`config.mk`:
```
export PLATFORM = sky130hd
export DESIGN_NAME = extended_timer_callback_scheduler
export DESIGN_NICKNAME = d
export VERILOG_FILES = /design/src/etcs_pkg.sv /design/src/etcs_core.sv /design/src/extended_timer_callback_scheduler.sv
export SDC_FILE = /design/constraint.sdc
export NUM_CORES = 1
export LEC_CHECK = 0
export ABC_CLOCK_PERIOD_IN_PS = 4700
export BUFFER_PORTS_ARGS = -buffer_cell sky130_fd_sc_hd__buf_2
export CORE_MARGIN = 1
export CORE_UTILIZATION = 30
export DETAILED_ROUTE_END_ITERATION = 8
export PLACE_DENSITY = 0.56
export SETUP_SLACK_MARGIN = 0.3
export SLEW_MARGIN = 10
export SYNTH_ARGS = -nofsm -noshare
export SYNTH_HDL_FRONTEND = slang
export SYNTH_SLANG_ARGS = --single-unit
```
`constraint.sdc`:
```
create_clock -name clk -period 4.7 [get_ports clk]
set_input_delay 0.94 -clock clk [delete_from_list [all_inputs] [get_ports clk]]
set_output_delay 0.94 -clock clk [all_outputs]
set_load 0.03 [all_outputs]
```
`src/etcs_pkg.sv`:
```
package etcs_pkg;

  localparam logic [1:0] PEND_NONE     = 2'd0;
  localparam logic [1:0] PEND_ARMED    = 2'd1;
  localparam logic [1:0] PEND_DEFERRED = 2'd2;

  localparam logic [31:0] HALF_RANGE = 32'h8000_0000;

  typedef struct packed {
    logic        fired;
    logic [31:0] current_tick;
    logic [1:0]  pending;
  } etcs_result_t;

  typedef struct packed {
    logic fire;
    logic arm;
    logic defer;
  } etcs_eval_t;

  // Decides what an already decremented target does against tick c.
  function automatic etcs_eval_t etcs_evaluate(input logic [31:0] t, input logic [31:0] c);
    etcs_eval_t  r;
    logic [31:0] diff;
    r    = '0;
    diff = c - t;
    if (t[31:16] == c[31:16]) begin
      if (t <= c) begin
        r.fire = 1'b1;
      end else begin
        r.arm = 1'b1;
      end
    // Exactly half the range behind counts as reached only when the target is below the tick.
    end else if ((diff != 32'd0) && ((diff < HALF_RANGE) || ((diff == HALF_RANGE) && (t < c))))
    begin
      r.fire = 1'b1;
    end else begin
      r.defer = 1'b1;
    end
    return r;
  endfunction

endpackage

```
`src/etcs_core.sv`:
```
module etcs_core
  import etcs_pkg::*;
(
  input  logic         clk,
  input  logic         rst_n,
  input  logic         cfg_we,
  input  logic [15:0]  cfg_wdata,
  input  logic         advance,
  input  logic         mode,
  input  logic [31:0]  target_tick,
  output etcs_result_t result
);

  logic [15:0] divisor_r;
  logic [15:0] prescale_r, prescale_nxt;
  logic [15:0] low_r, low_nxt;
  logic [15:0] epoch_r, epoch_nxt;
  logic [15:0] compare_r, compare_nxt;
  logic        armed_r, armed_nxt;
  logic        deferred_r, deferred_nxt;
  logic [31:0] def_target_r, def_target_nxt;

  logic [16:0] count_inc;
  logic [15:0] low_inc;
  logic [15:0] epoch_inc;
  logic [31:0] sched_t;
  etcs_eval_t  sched_ev;
  etcs_eval_t  wrap_ev;
  logic        fired;

  assign count_inc = {1'b0, prescale_r} + 17'd1;
  assign low_inc   = low_r + 16'd1;
  assign epoch_inc = epoch_r + 16'd1;
  assign sched_t   = target_tick - 32'd1;
  assign sched_ev  = etcs_evaluate(sched_t, {epoch_r, low_r});
  // After a wrap the new tick is the next epoch with a zero low half.
  assign wrap_ev   = etcs_evaluate(def_target_r, {epoch_inc, 16'h0000});

  always_comb begin
    prescale_nxt   = prescale_r;
    low_nxt        = low_r;
    epoch_nxt      = epoch_r;
    compare_nxt    = compare_r;
    armed_nxt      = armed_r;
    deferred_nxt   = deferred_r;
    def_target_nxt = def_target_r;
    fired          = 1'b0;
    if (mode) begin
      fired        = sched_ev.fire;
      armed_nxt    = sched_ev.arm;
      deferred_nxt = sched_ev.defer;
      if (sched_ev.arm) begin
        compare_nxt = sched_t[15:0];
      end
      if (sched_ev.defer) begin
        def_target_nxt = sched_t;
      end
    end else if (count_inc >= {1'b0, divisor_r}) begin
      prescale_nxt = '0;
      low_nxt      = low_inc;
      if (armed_r && (low_inc == compare_r)) begin
        fired        = 1'b1;
        armed_nxt    = 1'b0;
        deferred_nxt = 1'b0;
      end
      if (low_inc == 16'h0000) begin
        epoch_nxt = epoch_inc;
        // The deferred target is already decremented, so it is evaluated as it stands.
        if (deferred_nxt) begin
          fired        = fired | wrap_ev.fire;
          armed_nxt    = wrap_ev.arm;
          deferred_nxt = wrap_ev.defer;
          if (wrap_ev.arm) begin
            compare_nxt = def_target_r[15:0];
          end
        end
      end
    end else begin
      prescale_nxt = count_inc[15:0];
    end
  end

  always_comb begin
    result.fired        = fired;
    result.current_tick = {epoch_nxt, low_nxt};
    result.pending      = armed_nxt ? PEND_ARMED : (deferred_nxt ? PEND_DEFERRED : PEND_NONE);
  end

  always_ff @(posedge clk) begin
    if (!rst_n) begin
      divisor_r    <= 16'd1;
      prescale_r   <= '0;
      low_r        <= '0;
      epoch_r      <= '0;
      compare_r    <= '0;
      armed_r      <= 1'b0;
      deferred_r   <= 1'b0;
      def_target_r <= '0;
    end else begin
      if (cfg_we) begin
        divisor_r <= cfg_wdata;
      end
      if (advance) begin
        prescale_r   <= prescale_nxt;
        low_r        <= low_nxt;
        epoch_r      <= epoch_nxt;
        compare_r    <= compare_nxt;
        armed_r      <= armed_nxt;
        deferred_r   <= deferred_nxt;
        def_target_r <= def_target_nxt;
      end
    end
  end

endmodule

```
`src/extended_timer_callback_scheduler.sv`:
```
// A 16-bit prescaled counter extended to 32 bits by an overflow-counted upper
// half, with one scheduled callback. Every word gives exactly one result word:
// fired, the 32-bit tick after the word, and the pending state. A word is
// registered on entry, worked out combinationally and registered on exit, so the
// block takes one word per clock while the result side is not stalled; a result
// word is offered from the output register after its input word leaves the input
// register. While a result waits to be taken the input register can still take
// one more word before in_stall rises.
// cfg_data sets the prescale divisor (reset 1, zero behaves as 1); the user must
// write it only while the block is idle, and the block itself does not enforce this.
module extended_timer_callback_scheduler
  import etcs_pkg::*;
(
  input  logic        clk,
  input  logic        rst_n,
  input  logic        cfg_we,
  input  logic [15:0] cfg_data,
  input  logic        in_valid,
  output logic        in_stall,
  input  logic        in_mode,
  input  logic [31:0] in_target_tick,
  output logic        out_valid,
  input  logic        out_stall,
  output logic        out_fired,
  output logic [31:0] out_current_tick,
  output logic [1:0]  out_pending
);

  logic         in_valid_r;
  logic         in_mode_r;
  logic [31:0]  in_target_r;
  logic         out_valid_r;
  etcs_result_t out_r;
  etcs_result_t result;
  logic         advance;
  logic         in_take;

  // The stage moves on when it holds a word and the result register is free or being taken.
  assign advance  = in_valid_r && (!out_valid_r || !out_stall);
  assign in_stall = in_valid_r && !advance;
  assign in_take  = in_valid && !in_stall;

  etcs_core u_core (
    .clk        (clk),
    .rst_n      (rst_n),
    .cfg_we     (cfg_we),
    .cfg_wdata  (cfg_data),
    .advance    (advance),
    .mode       (in_mode_r),
    .target_tick(in_target_r),
    .result     (result)
  );

  always_ff @(posedge clk) begin
    if (!rst_n) begin
      in_valid_r  <= 1'b0;
      out_valid_r <= 1'b0;
    end else begin
      if (in_take) begin
        in_valid_r <= 1'b1;
      end else if (advance) begin
        in_valid_r <= 1'b0;
      end
      if (advance) begin
        out_valid_r <= 1'b1;
      end else if (!out_stall) begin
        out_valid_r <= 1'b0;
      end
    end
  end

  always_ff @(posedge clk) begin
    if (in_take) begin
      in_mode_r   <= in_mode;
      in_target_r <= in_target_tick;
    end
    if (advance) begin
      out_r <= result;
    end
  end

  assign out_valid        = out_valid_r;
  assign out_fired        = out_r.fired;
  assign out_current_tick = out_r.current_tick;
  assign out_pending      = out_r.pending;

endmodule

```
=== Yosys cells after proc, flatten, opt, wreduce, memory -nomap -nowiden ===
Cells that the tools add are included.

* Logic and storage cells: 113
* Output and inout bits: 37
* Bits in registers: 184

* Add/subtract/negate cells: 6
* Order comparisons: 7
* Reduce and logical (&&, ||, !) cells: 26
* Bitwise gates (word level): 2
* Equality and inequality tests: 7
* Mux-type cells: 50

{| class="wikitable"
|+ Operators by type and width
! operator !! count
|-
| 16-bit 2-to-1 mux || 12
|-
| 32-bit == test (second input constant) || 2
|-
| 32-bit less-or-equal comparator || 2
|-
| 32-bit < comparator || 2
|-
| 32-bit < comparator (second input constant) || 2
|-
| 32-bit nonzero test || 2
|-
| 32-bit subtractor || 2
|-
| 16-bit == test || 3
|-
| 1-bit 2-to-1 mux || 37
|-
| 16-bit by 1-bit adder with 16-bit output (second input constant) || 2
|-
| 32-bit by 1-bit subtractor with 32-bit output (second input constant) || 1
|-
| 16-bit by 1-bit adder with 17-bit output (second input constant) || 1
|-
| 17-bit by 16-bit greater-or-equal comparator with 1-bit output || 1
|-
| 16-bit logical NOT || 1
|-
| 2-bit nonzero test || 5
|-
| 1-bit logical AND || 8
|-
| 6-bit AND reduction || 1
|-
| 1-bit logical NOT || 4
|-
| 2-bit by 1-bit != test with 1-bit output (second input constant) || 2
|-
| 1-bit logical OR || 3
|-
| 3-bit AND reduction || 1
|-
| 2-bit 2-to-1 mux || 1
|-
| 2-bit AND reduction || 1
|-
| 1-bit inverter || 1
|-
| 1-bit OR || 1
|}

=== Longest topological paths before layout ===
* Word-level depth: 13
* Gate-level depth with buffers: 23
* Gate-level depth less buffers: 20

=== Hierarchy ===
From an unflattened synthesis, not the netlist that was laid out.

* Cells, all modules: 1,466
* Area, all modules: 12,726.0 um^2

{| class="wikitable"
|+ By module, submodules not included
! module !! area an instance (um^2) !! cells each !! times used !! seq. area each (um^2)
|-
| etcs_core || 10,600.2 || 1,390 || 1 || 2,282.2
|-
| extended_timer_callback_scheduler || 2,125.8 || 76 || 1 || 2,082.0
|}

=== Worst setup path after synthesis ===
No wires, ideal clock.

* Kind: reg2reg
* Start point: register in_target_r[6]
* End point: register u_core.def_target_r[10]
* Data arrival time: 5,122 ps
* Clock period less this slack: 5,203 ps
* Buffers on the path: 3
* Setup slack: -503 ps
* Stages on the path, launching flop included: 21
* Required time: 4,619 ps
* Cell sequence: edfxtp_1 or4_1 nor4_1 xnor2_1 ha_1 nand2_1 nor2_1 a221oi_1 nand2_1 maj3_2 a211o_1 maj3_1 xor2_1 a2111oi_0 nand4_1 o31a_1 buf_2 and2_1 buf_6 buf_6 a211oi_2

* Longest elaborated chain between the ends: 9
* Elaborated cells on any way between the ends: 13
* Classes of those cells: add/sub: 2; order compare: 2; eq/ne: 2; mux: 2; reduce/logical: 5

{| class="wikitable"
|+ Ends and longest elaborated chain
! what !! line !! source
|-
| start: declaration || extended_timer_callback_scheduler.sv:31 || <nowiki>logic [31:0] in_target_r;</nowiki>
|-
| start signal: assignment || extended_timer_callback_scheduler.sv:75 || <nowiki>in_target_r <= in_target_tick;</nowiki>
|-
| 32-bit by 1-bit subtractor with 32-bit output (*) || etcs_core.sv:34 || <nowiki>assign sched_t = target_tick - 32'd1;</nowiki>
|-
| branches (longest 8 deep; another with 32-bit subtractor) || n/a ||
|-
| end signal: assignment || etcs_core.sv:110 || <nowiki>def_target_r <= def_target_nxt;</nowiki>
|-
| end: declaration || etcs_core.sv:21 || <nowiki>logic [31:0] def_target_r, def_target_nxt;</nowiki>
|}

Mark *: on every way between the ends.
A chain may end at the register's enable or synchronous reset.

==> results.toml <==
[status]
violations = "setup timing"
status = "finished with violations"

[routing]
drt-pass1-iter-count = 7
drt-total-wl_um = 41300
vias = 12200
ant_nets = 0
wire_per_inst_um = 17.7
drc_errors = 0
drtIter0Drc = 728
vias_per_cell = 5.22

[worst_setup_path]
start_kind = "register"
arrival_ns = 5.26
crit_slowest_cell = "or3_4"
timing.rr.end = "out_fired$_DFFE_PP_"
cp-end-kind = "register"
crit_type = "reg -> reg"
reg2reg_slack_ns = -0.34
worstPathCellList = "or3_4 -> buf_6 -> nor4_4 -> xnor2_2 -> ha_1 -> nand2_2 -> nor2_2 -> a221oi_2 -> nand2_1 -> maj3_2 -> a211o_1 -> maj3_2 -> xor2_1 -> a2111oi_1 -> buf_4 -> nand4_1 -> buf_4 -> o31ai_4 -> buf_6 -> nand3_1 -> a31o_2"
crit_fanout = 4
required_ns = 4.92
timing.rr.start = "in_target_r[2]$_DFFE_PP_"
max_stage_delay_ns = 0.43
rr_worst_depth = 21

[floorplan]
dieHeight_um = 208
initial_core_util_pct = 30.4
num_rows = 75
die_area_sq_um = 43400
fp.coreArea_sq_um = 41900
pin_count = 91
die_x_um = 208

[timing]
clock_skew_ns = 0.0134
relSlewSlack_pct = 26.8
clock.fmax_mhz = 198
fin_crit_ns = 5.04
rsz0062_at_grt = "yes"
fin_setup_tns_ns = -9.49
fin_crit_sh_pct = 107
setup_slack_ns = -0.344
hold_viol = 0
maxSlewViolCount = 0
whs_ns = 0.479
setup_viol = 35
tightest_slew_ns = 1.10

[synth]
synthCells = 1468
synth_top_family_by_area = "compound AO/OA/AOI/OAI gates"
yosys.area_share.simple_pct = 19.7
syn-cell-area_sq_um = 12800
async_flop_share_pct = 0
ys.flop_type = "dfxtp_1"
seq_area_frac_synth_pct = 34.2
synth.area.mux_share_pct = 1.89
yosysWarnings = 0
syn_nets = 1575
synth_seq_cells = 184
avgSynthCellArea_sq_um = 8.69
synth_compound_area_share_pct = 20.5
synth_edf_count = 68
synthXorXnorAreaFrac_pct = 12.9
synth_fa_ha_area_share_pct = 6.00
ys_types = 86

[power_and_ir_drop]
peakVddDrop_mv = 0.261
power.total_uw = 3750
pwr_density_cell_nw_per_um2 = 222
leakagePower_uw = 0.00662

[global_routing]
grt_pass1_wl_um = 64500
grt_overflow_total = 0
grt_pass1_vias = 11800
antenna_found_initial = 0
grt_max_degree = 56
grtUsageTotal_pct = 19.0

[hold_path]
hold_path_end = "u_core.prescale_r[1]$_SDFFE_PN0P_"
hp-start = "u_core.prescale_r[1]$_SDFFE_PN0P_"
hold_path_class = "reg -> reg"
hold_depth = 2

[cts]
numClockSinks = 184
clk_root_buffer_cell = "clkbuf_16"
clockBufferDepth = 2
cts_buffers = 17
clock_latency_ns = 0.46
path_clk_slew_ns = 0.07
cts_tree = "done"
htree_num_levels = 4

[run]
cap_viol_max_count = 0

[layout]
final_common_cell = "buf_4"
fill_cells = 4173
layout-drive-gt1-share_pct = 29.8
diodes = 0
design_area_sq_um = 16800
fin_nets = 1891
area_growth_pct = 32.1
final_cell_mix = "buf_4, nand2_1, dfxtp_1"
post-route-util_pct = 40.2

[place]
dpl_cell_area_sq_um = 15600
dpl.hpwl_um = 31900
place_congestion = 0.935
portBuffers = 90
==> metal layers <==
layer	GRT usage [%]	vias to the layer above	wire, um
li1	-	6004	-
met1	24.0	5870	18300
met2	32.2	261	19900
met3	2.69	65	1580
met4	8.51	0	1500
met5	0	-	0
==> cell type report <==
| class | count | area (sq um) | area share (%) |
|---|---|---|---|
| multi-input combinational | 1129 | 8190 | 48.6 |
| sequential | 184 | 4370 | 25.9 |
| timing repair buffer | 379 | 2770 | 16.4 |
| tap | 539 | 674 | 4.00 |
| clock buffer | 23 | 489 | 2.90 |
| inverter | 73 | 277 | 1.64 |
| clock inverter | 9 | 77.6 | 0.460 |
==> critical path, delay by kind of cell (launching register included) <==
family / cells / cell delay, ns
AOI/OAI and AO/OA: 5 / 1.41
xor gates and xnor gates: 2 / 0.32
adders and majority gates: 3 / 0.95
buffers and inverters: 4 / 0.67
DFF: 1 / 0.41
and+or+nand+nor: 7 / 1.06
==> power breakdown <==
part / internal [uW] / total [uW] / leakage, uW / switching (uW)
registers: 1700 / 1720 / 0.00158 / 24.6
clock network: 750 / 1430 / 0.000284 / 684
logic: 252 / 591 / 0.00475 / 339
==> timing repair <==
item                                    CTS  global route
cloned                                    5             2
pin swaps                                25            45
hold buffers                              0             0
endpoints found under the setup margin   53            84
resized for setup                        40            55
buffers inserted                          9            14
==> through the flow <==
| step | worst slack (ns) | cells |
|---|---|---|
| finish | -0.344 | 2336 |
| global route | -0.533 | 2336 |
| floorplan | -0.243 | 1468 |
| detailed placement | -0.951 | 2274 |
| CTS | -0.416 | 2320 |
| global placement | -0.710 | 2274 |
==> sequential cells by signal, summed over array words and instances, names as in the netlist <==
name,cells
in_target_r,32
out_current_tick,32
u_core.def_target_r,32
u_core.compare_r,16
u_core.divisor_r,16
u_core.epoch_r,16
u_core.low_r,16
u_core.prescale_r,16
out_pending,2
in_mode_r,1
in_valid_r,1
out_fired,1
out_valid,1
u_core.armed_r,1
u_core.deferred_r,1
==> cell usage after synthesis, types with 9 or more instances <==
master / number / share of area (%)
o21ai_0: 68 / 2.7
nor4_1: 25 / 1.2
ha_1: 53 / 5.2
nand2_1: 121 / 3.6
nor3_1: 36 / 1.4
dfxtp_1: 116 / 18
xnor2_1: 114 / 7.8
inv_1: 71 / 2.1
o21a_1: 9 / 0.53
nor2_1: 102 / 3.0
clkbuf_1: 69 / 2.0
mux2i_1: 23 / 1.8
xor2_1: 50 / 3.4
a31oi_1: 14 / 0.69
nand2b_1: 11 / 0.54
a211oi_1: 11 / 0.65
a211oi_2: 30 / 2.9
nand3_1: 57 / 2.2
a21oi_1: 114 / 4.5
edfxtp_1: 68 / 16
and3_1: 28 / 1.4
nand4_1: 24 / 1.2
o211ai_1: 27 / 1.6
nor2b_1: 10 / 0.49
a21o_1: 12 / 0.71
or3_1: 31 / 1.5
==> how the worst max path moves through the flow <==
stage,slack (ns),end,from,cells past startpoint
finish,-0.34,out_fired$_DFFE_PP_,in_target_r[2]$_DFFE_PP_,21
global route,-0.53,out_pending[1]$_SDFFCE_PP0P_,in_target_r[2]$_DFFE_PP_,22
CTS,-0.42,out_fired$_DFFE_PP_,in_target_r[5]$_DFFE_PP_,20
detailed placement,-0.95,u_core.def_target_r[24]$_SDFFE_PN0P_,in_target_r[24]$_DFFE_PP_,20
global placement,-0.71,out_pending[1]$_SDFFCE_PP0P_,in_target_r[24]$_DFFE_PP_,20
floorplan,-0.24,u_core.def_target_r[10]$_SDFFE_PN0P_,in_target_r[7]$_DFFE_PP_,20
==> logic make-up after synthesis <==
| family | after synthesis |
|---|---|
| AOI/OAI and AO/OA | 374 |
| xor gates and xnor gates | 173 |
| adders and majority gates | 63 |
| buffers and inverters | 155 |
| DFF | 184 |
| muxes | 24 |
| and+or+nand+nor | 495 |
Power figures use the tool's default switching activity.
